## config.mk

```make
export PLATFORM = sky130hd
export DESIGN_NAME = multi_channel_blink_controller
export DESIGN_NICKNAME = d
export VERILOG_FILES = /design/src/design/mcbc_pkg.sv /design/src/design/mcbc_on_time.sv /design/src/design/multi_channel_blink_controller.sv
export SDC_FILE = /design/constraint.sdc
export NUM_CORES = 1
export LEC_CHECK = 0
export ABC_AREA = 0
export BUFFER_PORTS_ARGS = -buffer_cell sky130_fd_sc_hd__clkbuf_2
export CAP_MARGIN = 0
export CORE_UTILIZATION = 55
export CTS_CLUSTER_SIZE = 25
export DETAILED_ROUTE_END_ITERATION = 6
export GPL_ROUTABILITY_DRIVEN = 0
export PLACE_DENSITY = 0.73
export SLEW_MARGIN = 25
export SYNTH_ARGS = -nofsm -noshare
export SYNTH_HDL_FRONTEND = slang
export SYNTH_SLANG_ARGS = --single-unit
```

## constraint.sdc

```tcl
create_clock -name clk_i -period 9.1 [get_ports clk_i]
set_input_delay 1.82 -clock clk_i [delete_from_list [all_inputs] [get_ports clk_i]]
set_output_delay 1.82 -clock clk_i [all_outputs]
set_load 0.01 [all_outputs]
```

## src/design/mcbc_pkg.sv

```systemverilog
// ----------------------------------------------------------------------------
// mcbc_pkg
// Shared types and constants of the multi-channel blink controller.
// ----------------------------------------------------------------------------
package mcbc_pkg;

  localparam int unsigned CHANNELS = 4;
  localparam int unsigned CH_W     = (CHANNELS > 1) ? $clog2(CHANNELS) : 1;
  localparam int unsigned ENB_W    = 4;

  localparam logic [6:0]  DUTY_MAX    = 7'd100;
  // floor(x/100) == (x*RECIP) >> RECIP_SHIFT for every x below 100*65536
  localparam logic [23:0] RECIP       = 24'd10737419;
  localparam int unsigned RECIP_SHIFT = 30;

  localparam logic [2:0]  REG_CHANNEL_ENABLE = 3'd0;
  localparam logic [3:0]  ENABLE_RESET       = 4'hF;

  typedef enum logic [1:0] {
    OP_TICK  = 2'd0,
    OP_SET   = 2'd1,
    OP_BLINK = 2'd2,
    OP_NONE  = 2'd3
  } opcode_e;

  typedef enum logic [1:0] {
    MODE_IDLE  = 2'd0,
    MODE_ON    = 2'd1,
    MODE_OFF   = 2'd2,
    MODE_BLINK = 2'd3
  } mode_e;

  typedef enum logic [2:0] {
    ST_IDLE,
    ST_MUL,
    ST_DIV,
    ST_APPLY,
    ST_DONE
  } state_e;

endpackage

```

## src/design/mcbc_on_time.sv

```systemverilog
// ----------------------------------------------------------------------------
// mcbc_on_time
// Two-stage on-time unit: duty * period, then divide by 100 by reciprocal.
// ----------------------------------------------------------------------------
module mcbc_on_time
  import mcbc_pkg::*;
(
  input  logic        clk_i,
  input  logic [6:0]  duty_i,
  input  logic [15:0] period_i,
  output logic [15:0] on_ticks_o
);

  logic [22:0] prod_q, prod_d;
  logic [15:0] quot_q, quot_d;
  logic [46:0] scaled;

  assign prod_d = 23'(duty_i) * 23'(period_i);
  assign scaled = 47'(prod_q) * 47'(RECIP);
  assign quot_d = scaled[RECIP_SHIFT +: 16];

  always_ff @(posedge clk_i) begin
    prod_q <= prod_d;
    quot_q <= quot_d;
  end

  assign on_ticks_o = quot_q;

endmodule

```

## src/design/multi_channel_blink_controller.sv

```systemverilog
// ----------------------------------------------------------------------------
// multi_channel_blink_controller
// Per-channel steady/blink sequencing of switch outputs over a shared
// on-time unit, walked one channel at a time.
// ----------------------------------------------------------------------------
//  channel | handshake          | payload
//  in      | in_valid/in_ready  | opcode, channel, level, blink_count, duty, period
//  out     | out_valid/out_ready| drive_levels, blink_active
//  cfg     | APB psel/penable   | channel_enable at 0x0
//
//  Set item: accept, update, result; ignored item: accept, result. Blink
//  start: accept, multiply, divide, update, result. Tick: accept, then for
//  each channel multiply, divide (blinking channels only) and update, then
//  result; the two-stage on-time unit is shared across channels.
//  Reset clears modes, levels and the output beat; enable resets to all ones.
//  A result beat waiting on out_ready stalls the next item at its last cycle.
// ----------------------------------------------------------------------------
module multi_channel_blink_controller
  import mcbc_pkg::*;
(
  input  logic        clk_i,
  input  logic        rst_ni,
  input  logic        in_valid_i,
  output logic        in_ready_o,
  input  logic [1:0]  opcode_i,
  input  logic [3:0]  channel_i,
  input  logic        level_i,
  input  logic [15:0] blink_count_i,
  input  logic [6:0]  duty_percent_i,
  input  logic [15:0] period_ticks_i,
  output logic        out_valid_o,
  input  logic        out_ready_i,
  output logic [3:0]  drive_levels_o,
  output logic [3:0]  blink_active_o,
  input  logic        psel,
  input  logic        penable,
  input  logic        pwrite,
  input  logic [2:0]  paddr,
  input  logic [31:0] pwdata,
  output logic [31:0] prdata,
  output logic        pready
);

  state_e state_q, state_d;

  logic [ENB_W-1:0] enable_q;
  logic [CH_W-1:0]  ch_q, ch_d;

  opcode_e     op_q;
  logic        lvl_q;
  logic [15:0] count_q;
  logic [6:0]  duty_q;
  logic [15:0] period_q;
  logic [6:0]  duty_sat;

  mode_e       mode_q   [CHANNELS];
  logic        level_q  [CHANNELS];
  logic        driven_q [CHANNELS];
  logic [16:0] toggles_q[CHANNELS];
  logic [15:0] ttt_q    [CHANNELS];
  logic [6:0]  sduty_q  [CHANNELS];
  logic [15:0] speriod_q[CHANNELS];

  mode_e       mode_d;
  logic        level_d, driven_d;
  logic [16:0] toggles_d;
  logic [15:0] ttt_d, ttt_dec;
  logic [6:0]  sduty_d;
  logic [15:0] speriod_d;
  logic        wr_en;

  logic [CHANNELS-1:0] en_vec;
  logic                en_cur;
  logic                ch_in_range;
  logic                in_fire, out_load, cfg_wr;
  logic                out_valid_q;
  logic [3:0]          drv_q, act_q, drv_nxt, act_nxt;

  logic [6:0]  unit_duty;
  logic [15:0] unit_period, on_ticks;

  // configuration port
  assign pready = 1'b1;
  assign cfg_wr = psel && penable && pwrite && pready;
  assign prdata = (paddr == REG_CHANNEL_ENABLE) ? 32'(enable_q) : 32'd0;

  always_ff @(posedge clk_i or negedge rst_ni) begin
    if (!rst_ni) begin
      enable_q <= ENABLE_RESET;
    end else if (cfg_wr && paddr == REG_CHANNEL_ENABLE) begin
      enable_q <= pwdata[ENB_W-1:0];
    end
  end

  for (genvar c = 0; c < CHANNELS; c++) begin : g_en
    if (c < ENB_W) begin : g_has
      assign en_vec[c] = enable_q[c];
    end else begin : g_none
      assign en_vec[c] = 1'b0;
    end
  end

  assign en_cur      = en_vec[ch_q];
  assign ch_in_range = {1'b0, channel_i} < 5'(CHANNELS);
  assign in_fire     = in_valid_i && in_ready_o;
  assign out_load    = (state_q == ST_DONE) && (!out_valid_q || out_ready_i);
  assign duty_sat    = (duty_percent_i > DUTY_MAX) ? DUTY_MAX : duty_percent_i;

  // shared on-time unit
  assign unit_duty   = (op_q == OP_BLINK) ? duty_q   : sduty_q[ch_q];
  assign unit_period = (op_q == OP_BLINK) ? period_q : speriod_q[ch_q];

  mcbc_on_time u_on_time (
    .clk_i      (clk_i),
    .duty_i     (unit_duty),
    .period_i   (unit_period),
    .on_ticks_o (on_ticks)
  );

  // next state
  always_comb begin
    state_d = state_q;
    ch_d    = ch_q;
    unique case (state_q)
      ST_IDLE: begin
        if (in_valid_i) begin
          priority if (opcode_i == OP_TICK) begin
            state_d = ST_MUL;
            ch_d    = '0;
          end else if (opcode_i == OP_BLINK && ch_in_range) begin
            state_d = ST_MUL;
            ch_d    = channel_i[CH_W-1:0];
          end else if (opcode_i == OP_SET && ch_in_range) begin
            state_d = ST_APPLY;
            ch_d    = channel_i[CH_W-1:0];
          end else begin
            state_d = ST_DONE;
          end
        end
      end
      ST_MUL: begin
        if (op_q == OP_TICK && mode_q[ch_q] != MODE_BLINK) begin
          state_d = ST_APPLY;
        end else begin
          state_d = ST_DIV;
        end
      end
      ST_DIV: begin
        state_d = ST_APPLY;
      end
      ST_APPLY: begin
        if (op_q == OP_TICK && ch_q != CH_W'(CHANNELS - 1)) begin
          state_d = ST_MUL;
          ch_d    = ch_q + 1'b1;
        end else begin
          state_d = ST_DONE;
        end
      end
      ST_DONE: begin
        if (!out_valid_q || out_ready_i) begin
          state_d = ST_IDLE;
        end
      end
      default: state_d = ST_IDLE;
    endcase
  end

  // channel update
  always_comb begin
    in_ready_o = (state_q == ST_IDLE);
    wr_en      = (state_q == ST_APPLY);
    mode_d     = mode_q[ch_q];
    level_d    = level_q[ch_q];
    driven_d   = driven_q[ch_q];
    toggles_d  = toggles_q[ch_q];
    ttt_d      = ttt_q[ch_q];
    sduty_d    = sduty_q[ch_q];
    speriod_d  = speriod_q[ch_q];
    ttt_dec    = (ttt_q[ch_q] == 16'd0) ? 16'd0 : ttt_q[ch_q] - 16'd1;
    unique case (op_q)
      OP_SET: begin
        level_d = lvl_q;
        mode_d  = lvl_q ? MODE_ON : MODE_OFF;
      end
      OP_BLINK: begin
        level_d   = 1'b1;
        mode_d    = MODE_BLINK;
        toggles_d = {count_q, 1'b0};
        sduty_d   = duty_q;
        speriod_d = period_q;
        ttt_d     = on_ticks;
        if (en_cur) begin
          driven_d = 1'b1;
        end
      end
      OP_TICK: begin
        unique case (mode_q[ch_q])
          MODE_BLINK: begin
            ttt_d = ttt_dec;
            if (ttt_dec == 16'd0 && en_cur) begin
              if (toggles_q[ch_q] != 17'd0) begin
                toggles_d = toggles_q[ch_q] - 17'd1;
                if (toggles_q[ch_q] == 17'd2) begin
                  mode_d = MODE_IDLE;
                end
              end
              level_d  = ~level_q[ch_q];
              driven_d = ~level_q[ch_q];
              ttt_d    = level_q[ch_q] ? speriod_q[ch_q] - on_ticks : on_ticks;
            end
          end
          MODE_ON, MODE_OFF: begin
            if (en_cur) begin
              mode_d   = MODE_IDLE;
              driven_d = (mode_q[ch_q] == MODE_ON);
            end
          end
          default: ;
        endcase
      end
      default: ;
    endcase
  end

  for (genvar b = 0; b < 4; b++) begin : g_out
    if (b < CHANNELS) begin : g_ch
      assign drv_nxt[b] = driven_q[b] && en_vec[b];
      assign act_nxt[b] = (mode_q[b] == MODE_BLINK);
    end else begin : g_pad
      assign drv_nxt[b] = 1'b0;
      assign act_nxt[b] = 1'b0;
    end
  end

  always_ff @(posedge clk_i or negedge rst_ni) begin
    if (!rst_ni) begin
      state_q     <= ST_IDLE;
      ch_q        <= '0;
      out_valid_q <= 1'b0;
      for (int c = 0; c < CHANNELS; c++) begin
        mode_q[c]   <= MODE_IDLE;
        level_q[c]  <= 1'b0;
        driven_q[c] <= 1'b0;
      end
    end else begin
      state_q <= state_d;
      ch_q    <= ch_d;
      if (out_load) begin
        out_valid_q <= 1'b1;
      end else if (out_ready_i) begin
        out_valid_q <= 1'b0;
      end
      if (wr_en) begin
        mode_q[ch_q]   <= mode_d;
        level_q[ch_q]  <= level_d;
        driven_q[ch_q] <= driven_d;
      end
    end
  end

  always_ff @(posedge clk_i) begin
    if (in_fire) begin
      op_q     <= opcode_e'(opcode_i);
      lvl_q    <= level_i;
      count_q  <= blink_count_i;
      duty_q   <= duty_sat;
      period_q <= period_ticks_i;
    end
    if (wr_en) begin
      toggles_q[ch_q] <= toggles_d;
      ttt_q[ch_q]     <= ttt_d;
      sduty_q[ch_q]   <= sduty_d;
      speriod_q[ch_q] <= speriod_d;
    end
    if (out_load) begin
      drv_q <= drv_nxt;
      act_q <= act_nxt;
    end
  end

  assign out_valid_o    = out_valid_q;
  assign drive_levels_o = drv_q;
  assign blink_active_o = act_q;

`ifndef SYNTHESIS
  a_accept_leaves_idle: assert property (@(posedge clk_i) disable iff (!rst_ni)
    in_fire |=> state_q != ST_IDLE)
    else $error("accepted item did not start the sequencer");

  a_done_raises_valid: assert property (@(posedge clk_i) disable iff (!rst_ni)
    out_load |=> out_valid_q && state_q == ST_IDLE)
    else $error("result beat not presented after completion");

  a_div_then_apply: assert property (@(posedge clk_i) disable iff (!rst_ni)
    state_q == ST_DIV |=> state_q == ST_APPLY && $stable(ch_q))
    else $error("on-time result not consumed by the addressed channel");

  a_busy_not_ready: assert property (@(posedge clk_i) disable iff (!rst_ni)
    (state_q == ST_MUL || state_q == ST_DIV || state_q == ST_APPLY) |-> !in_ready_o)
    else $error("input taken while an item is in progress");
`endif

endmodule

```

==> Word-level counts from Yosys, hierarchy flattened <==
Memory sizes are Yosys's and may differ from the RTL's.
Index checks and enable logic that the tools add are counted.
{ "totals": {"ff_bits": 115, "ramBits": 224, "input_bits": 88, "out_inout_bits": 43, "word_cells": 156, "n_memories": 4} }
{ "mem_list": {"columns": ["memory", "words", "word_bits", "rd", "rd_clocked_by_memory_dff", "wr", "line_no", "text"], "rows": [
  ["toggles_q", 4, 17, 1, 0, 1, "multi_channel_blink_controller.sv:59", "logic [16:0] toggles_q[CHANNELS];"],
  ["speriod_q", 4, 16, 1, 0, 1, "multi_channel_blink_controller.sv:62", "logic [15:0] speriod_q[CHANNELS];"],
  ["ttt_q", 4, 16, 1, 0, 1, "multi_channel_blink_controller.sv:60", "logic [15:0] ttt_q [CHANNELS];"],
  ["sduty_q", 4, 7, 1, 0, 1, "multi_channel_blink_controller.sv:61", "logic [6:0] sduty_q [CHANNELS];"]
]} }
{ "classes": {"add_sub_neg": 4, "mul": 2, "n_lt_le_gt_ge": 5, "n_eq_ne": 22, "mux": 63, "bitwise": 2, "reduce_logical": 29} }
{ "op_table": {"columns": ["op", "count"], "rows": [
  ["$mux 16", 5],
  ["$mux 17", 3],
  ["$mul 23x24->46 const B", 1],
  ["$pmux 17 s2", 1],
  ["$logic_not 16->1", 2],
  ["$pmux 16 s2", 1],
  ["$mux 2", 13],
  ["$mul 7x16->23", 1],
  ["$mux 3", 6],
  ["$eq 17x2->1 const B", 1],
  ["$reduce_bool 17->1", 1],
  ["$sub 17x1->17 const B", 1],
  ["$eq 2x2->1 const B", 8],
  ["$mux 1", 16],
  ["$sub 16x1->16 const B", 1],
  ["$sub 16x16->16", 1],
  ["$logic_and 1x1->1", 15],
  ["$pmux 3 s5", 1],
  ["$bwmux 4", 2],
  ["$bwmux 8", 1],
  ["$pmux 2 s2", 2],
  ["$gt 7x7->1 const B", 1],
  ["$mux 7", 1],
  ["$bmux 1 s2", 3],
  ["29 further kinds", 39]
]} }

==> Depth between registers and ports, before layout <==
{ "logic_depth": {"word_depth": 10, "mapped_depth": 28, "depth_no_buf": 25} }

==> Hierarchy <==
Synthesis repeated with hierarchy kept, for this count alone.
{ "unflattened": {"cells_unflattened": 2402, "hier_area_um2": 27557.7} }
{ "by_module_without_submodules": {"columns": ["mod", "n_inst", "cells_per_inst", "area_each_um2", "seq_area_each_um2"], "rows": [
  ["multi_channel_blink_controller", 1, 1058, 14381.3, 8883.5],
  ["mcbc_on_time", 1, 1344, 13176.4, 780.7]
]} }

==> Least setup slack after synthesis <==
Ideal clock, no wire load.
{ "synth_timing": {"kind": "register -> register", "start": "register ch_q[0]", "end": "register u_on_time.prod_q[22]", "setup_time_ns": 0.121, "t_arrival_ns": 7.075, "required_time_ns": 8.979, "path_slack_ns": 1.904, "path_stages_with_launch": 28, "path_buffers": 8, "synth_period_minus_slack_ns": 7.196, "path_cell_list": "dfrtp_1 > buf_6 > buf_12 > buf_12 > buf_12 > buf_2 > buf_1 > buf_2 > mux4_2 > nand2_1 > nand2_1 > buf_1 > nand2_1 > fa_1 > fa_1 > inv_1 > fa_1 > fa_1 > ha_1 > a21o_1 > a21oi_1 > o21ai_0 > and2_1 > o311a_1 > o21a_1 > o21a_1 > o41a_1 > xnor2_1"} }
{ "synth_via": {"elab_chain_len": 3, "elab_cells_between_ends": 5, "classes_between": "1 x mul; 2 x mux; 2 x memory"} }
{ "synth_lines": {"columns": ["element", "line_no", "text"], "rows": [
  ["start: declaration", "multi_channel_blink_controller.sv:47", "logic [CH_W-1:0] ch_q, ch_d;"],
  ["start signal: assignment", "multi_channel_blink_controller.sv:247", "ch_q <= ch_d;"],
  ["$mem_v2 4x7", null, null],
  ["$mux 7", null, null],
  ["via sduty_d[1]", "multi_channel_blink_controller.sv:68", "logic [6:0] sduty_d;"],
  ["$mul 7x16->23", "mcbc_on_time.sv:18", "assign prod_d = 23'(duty_i) * 23'(period_i);"],
  ["via u_on_time.prod_d[22]", "mcbc_on_time.sv:14", "logic [22:0] prod_q, prod_d;"],
  ["end signal: assignment", "mcbc_on_time.sv:23", "prod_q <= prod_d;"],
  ["end: declaration", "mcbc_on_time.sv:14", null]
]} }
The timed path passes the listed nets, and every way through them passes these cells.
A chain may end at the register's enable or synchronous reset.

==> Worst setup path in the final report <==
{ "layout_timing": {"start": "register u_on_time.prod_q[6]", "end": "register u_on_time.quot_q[7], in the netlist u_on_time.on_ticks_o[7]"} }
{ "layout_via": {"elab_chain_len": 1} }
{ "layout_lines": {"columns": ["element", "line_no", "text"], "rows": [
  ["$mul 23x24->46", "mcbc_on_time.sv:19", "assign scaled = 47'(prod_q) * 47'(RECIP);"],
  ["via u_on_time.scaled[37]", "mcbc_on_time.sv:16", "logic [46:0] scaled;"],
  ["end signal: assignment", "mcbc_on_time.sv:24", "quot_q <= quot_d;"],
  ["end: declaration", "mcbc_on_time.sv:15", "logic [15:0] quot_q, quot_d;"]
]} }
The timed path passes the listed nets, and every way through them passes these cells.

==> results.sh <==
export IMPL_outcome="finished clean"
export IMPL_synth_ff_type="edfxtp_1"
export IMPL_cts_root_buf="clkbuf_16"
export IMPL_numCtsBuffers=37
export IMPL_grt_pass1_vias=18800
export IMPL_synth_cell_types=88
export IMPL_firstDrtPassIters=5
export IMPL_finalMaxSlewViolations=0
export IMPL_r2r_slack_ns=1.66
export IMPL_post_cts_buffers=0
export IMPL_yosys_register_bits=339
export IMPL_stdcell_area_um2=29500
export IMPL_final_antenna_net_count=0
export IMPL_grt_antenna_before_repair=0
export IMPL_htreeDepth=2
export IMPL_final_cell_mix="421 x inv_1, 306 x ha_1, 274 x edfxtp_1"
export IMPL_cts_buffer_depth=3
export IMPL_finalSetupViolations=0
export IMPL_yosysTopAreaCellShare_pct=30.0
export IMPL_coreArea_um2=49100
export IMPL_arrival_ns=7.91
export IMPL_place_area_um2=28300
export IMPL_ys_seq_area_share_pct=35.3
export IMPL_nets=3074
export IMPL_io_buffer_count=73
export IMPL_synth_cells=2340
export IMPL_clock_sinks=339
export IMPL_rsz0062_at_grt="false"
export IMPL_synth_top_area_cell="edfxtp_1"
export IMPL_viasPerCell=5.70
export IMPL_synth_edff_count=274
export IMPL_yosys_warnings=0
export IMPL_yosys_area_share_simple_pct=9.12
export IMPL_drc_errors=0
export IMPL_synth_compound_area_share_pct=6.72
export IMPL_die_height_um=225
export IMPL_hp_class="reg -> reg"
export IMPL_clk_insertion_delay_late_ns=0.54
export IMPL_grt_start_max_net_pins=57
export IMPL_required_ns=9.57
export IMPL_async_flop_share_pct=7.67
export IMPL_gr_total_overflow=0
export IMPL_row_count=81
export IMPL_die_area_um2=50700
export IMPL_diodes=0
export IMPL_drt_iter0_drc=1346
export IMPL_ios=131
export IMPL_syn2layout_area_growth_pct=7.53
export IMPL_hpwl_um=45900
export IMPL_fin_crit_ns=7.44
export IMPL_synth_area_leaders="edfxtp_1 30%, fa_1 19%, ha_1 14%, inv_1 5.8%, mux4_2 3.7%"
export IMPL_final_common_cell="inv_1"
export IMPL_synthAdderAreaFrac_pct=33.3
export IMPL_die_w_um=225
export IMPL_grt_pass1_wl_um=98300
export IMPL_cp_start_kind="register"
export IMPL_syn_area_per_cell_um2=11.7
export IMPL_muxShareOfSynthArea_pct=6.01
export IMPL_finalSetupTns_ns=0
export IMPL_ctsHoldBuffers=0
export IMPL_setup_slack_ns=1.66
export IMPL_drive_gt1_share_pct=9.71
export IMPL_cts_tree="yes"
export IMPL_maxCapViolCount=0
export IMPL_criticalPathCategory="reg -> reg"
export IMPL_maxSlewHeadroom_pct=32.0
export IMPL_n_fill_cell=3853
export IMPL_postCtsResizedCells=0
export IMPL_clock_skew_ns=0.0269
export IMPL_start_util_pct=55.9
export IMPL_place_ws_ns=1.65
export IMPL_crit_fanout=7
export IMPL_worstMarginPinSlew_ns=1.01
export IMPL_via_count=17700
export IMPL_wire_per_inst_um=19.5
export IMPL_netlist_area_um2=27400
export IMPL_clkTransAtPathRegs_ns=0.06
export IMPL_max_freq_mhz=134
export IMPL_hold_viol=0
export IMPL_final_util_pct=60.1
export IMPL_grt_usage_pct=24.9
export IMPL_wl_um=60500
export IMPL_crit_path_end_kind="register"
export IMPL_fin_crit_sh_pct=81.8
export IMPL_synth_top_family_by_area="adder cells"
export IMPL_synthXorXnorAreaFrac_pct=1.92
[logic make-up (layout without fill, tap and decap cells)]
family                   count (synthesis)  count (layout)
AO/OA/AOI/OAI                          280             280
XOR/XNOR                                60              60
adder cells (fa/ha/maj)                570             570
buffers and inverters                  504             579
flip-flops                             339             339
multiplexers                            83              83
other                                    2              29
AND/OR/NAND/NOR                        502             502
[flip-flops by register name, summed over array words and instances, names as in the netlist]
name                  count
blink_active_o            4
ch_q                      2
count_q                  16
drive_levels_o            4
driven_q                  4
duty_q                    7
en_vec                    4
level_q                   4
lvl_q                     1
mode_q                    8
op_q                      2
out_valid_o               1
period_q                 16
sduty_q                  28
speriod_q                64
state_q                   3
toggles_q                68
ttt_q                    64
u_on_time.on_ticks_o     16
u_on_time.prod_q         23
[area by class of cell]
class | instances | area [µm²] | share of cell area (%)
Multi-Input combinational cell | 1524 | 15700 | 53.5
Sequential cell | 339 | 9670 | 32.8
Inverter | 426 | 1600 | 5.43
Clock buffer | 48 | 988 | 3.36
Tap cell | 664 | 831 | 2.82
Timing Repair Buffer | 88 | 478 | 1.62
Clock inverter | 17 | 148 | 0.501
[path summary, 6_finish.rpt]
kind	depth (start not counted)	to	startpoint
worst max register to register	22	u_on_time.on_ticks_o[7]	u_on_time.prod_q[6]
worst min-delay path	2	level_q[2]	level_q[2]
worst max-delay path	22	u_on_time.on_ticks_o[7]	u_on_time.prod_q[6]
min in group asynchronous	1	mode_q[1]	rst_ni
max in group asynchronous	1	ch_q[0]	rst_ni
worst min register to register	2	level_q[2]	level_q[2]
[cell usage after synthesis, types with 13 or more instances]
library cell  number
a21o_1            18
a21oi_1           80
and2_1            41
buf_4             31
clkbuf_1          32
dfrtp_1           22
dfxtp_1           39
edfxtp_1         274
fa_1             264
ha_1             306
inv_1            425
mux2i_1           15
mux4_1            15
mux4_2            45
nand2_1          199
nand2b_1          13
nand3_1           19
nor2_1            88
nor2b_1           16
nor3_1            37
o21ai_0           49
o22ai_1           24
or2_2             13
xnor2_1           43
xor2_1            17
[through the flow]
| step | instances | hold slack (ns) |
|---|---|---|
| 3_5_place_dp | 3041 | 0.474 |
| 3_3_place_gp | 3041 | 0.456 |
| 6_report | 3106 | 0.483 |
| 5_1_grt | 3106 | 0.517 |
| 4_1_cts | 3106 | 0.487 |
| 2_1_floorplan | 2367 | 0.443 |
[routing by layer]
layer / global-route usage [%] / routed length [µm] / vias up
li1: - / - / 8094
met1: 32.5 / 25000 / 8818
met2: 43.1 / 30000 / 646
met3: 3.36 / 3720 / 132
met4: 8.10 / 1800 / 0
met5: 0 / 0 / -
[critical path, stage by stage, from the launching register on]
cell	delay, ns
dfxtp_1	0.53
inv_1	0.16
fa_1	0.52
inv_1	0.08
fa_1	0.51
inv_1	0.05
fa_1	0.48
fa_1	0.54
inv_1	0.06
fa_1	0.50
fa_1	0.50
inv_1	0.05
fa_1	0.52
inv_1	0.06
ha_1	0.32
a21oi_1	0.14
o211ai_1	0.16
a311o_1	0.48
nand4_1	0.15
a21boi_0	0.17
o41ai_1	0.66
or4b_2	0.64
o211ai_1	0.11
Power is not shown: default switching activity piles up to over one toggle a cycle in this logic, so the estimate is an artifact.
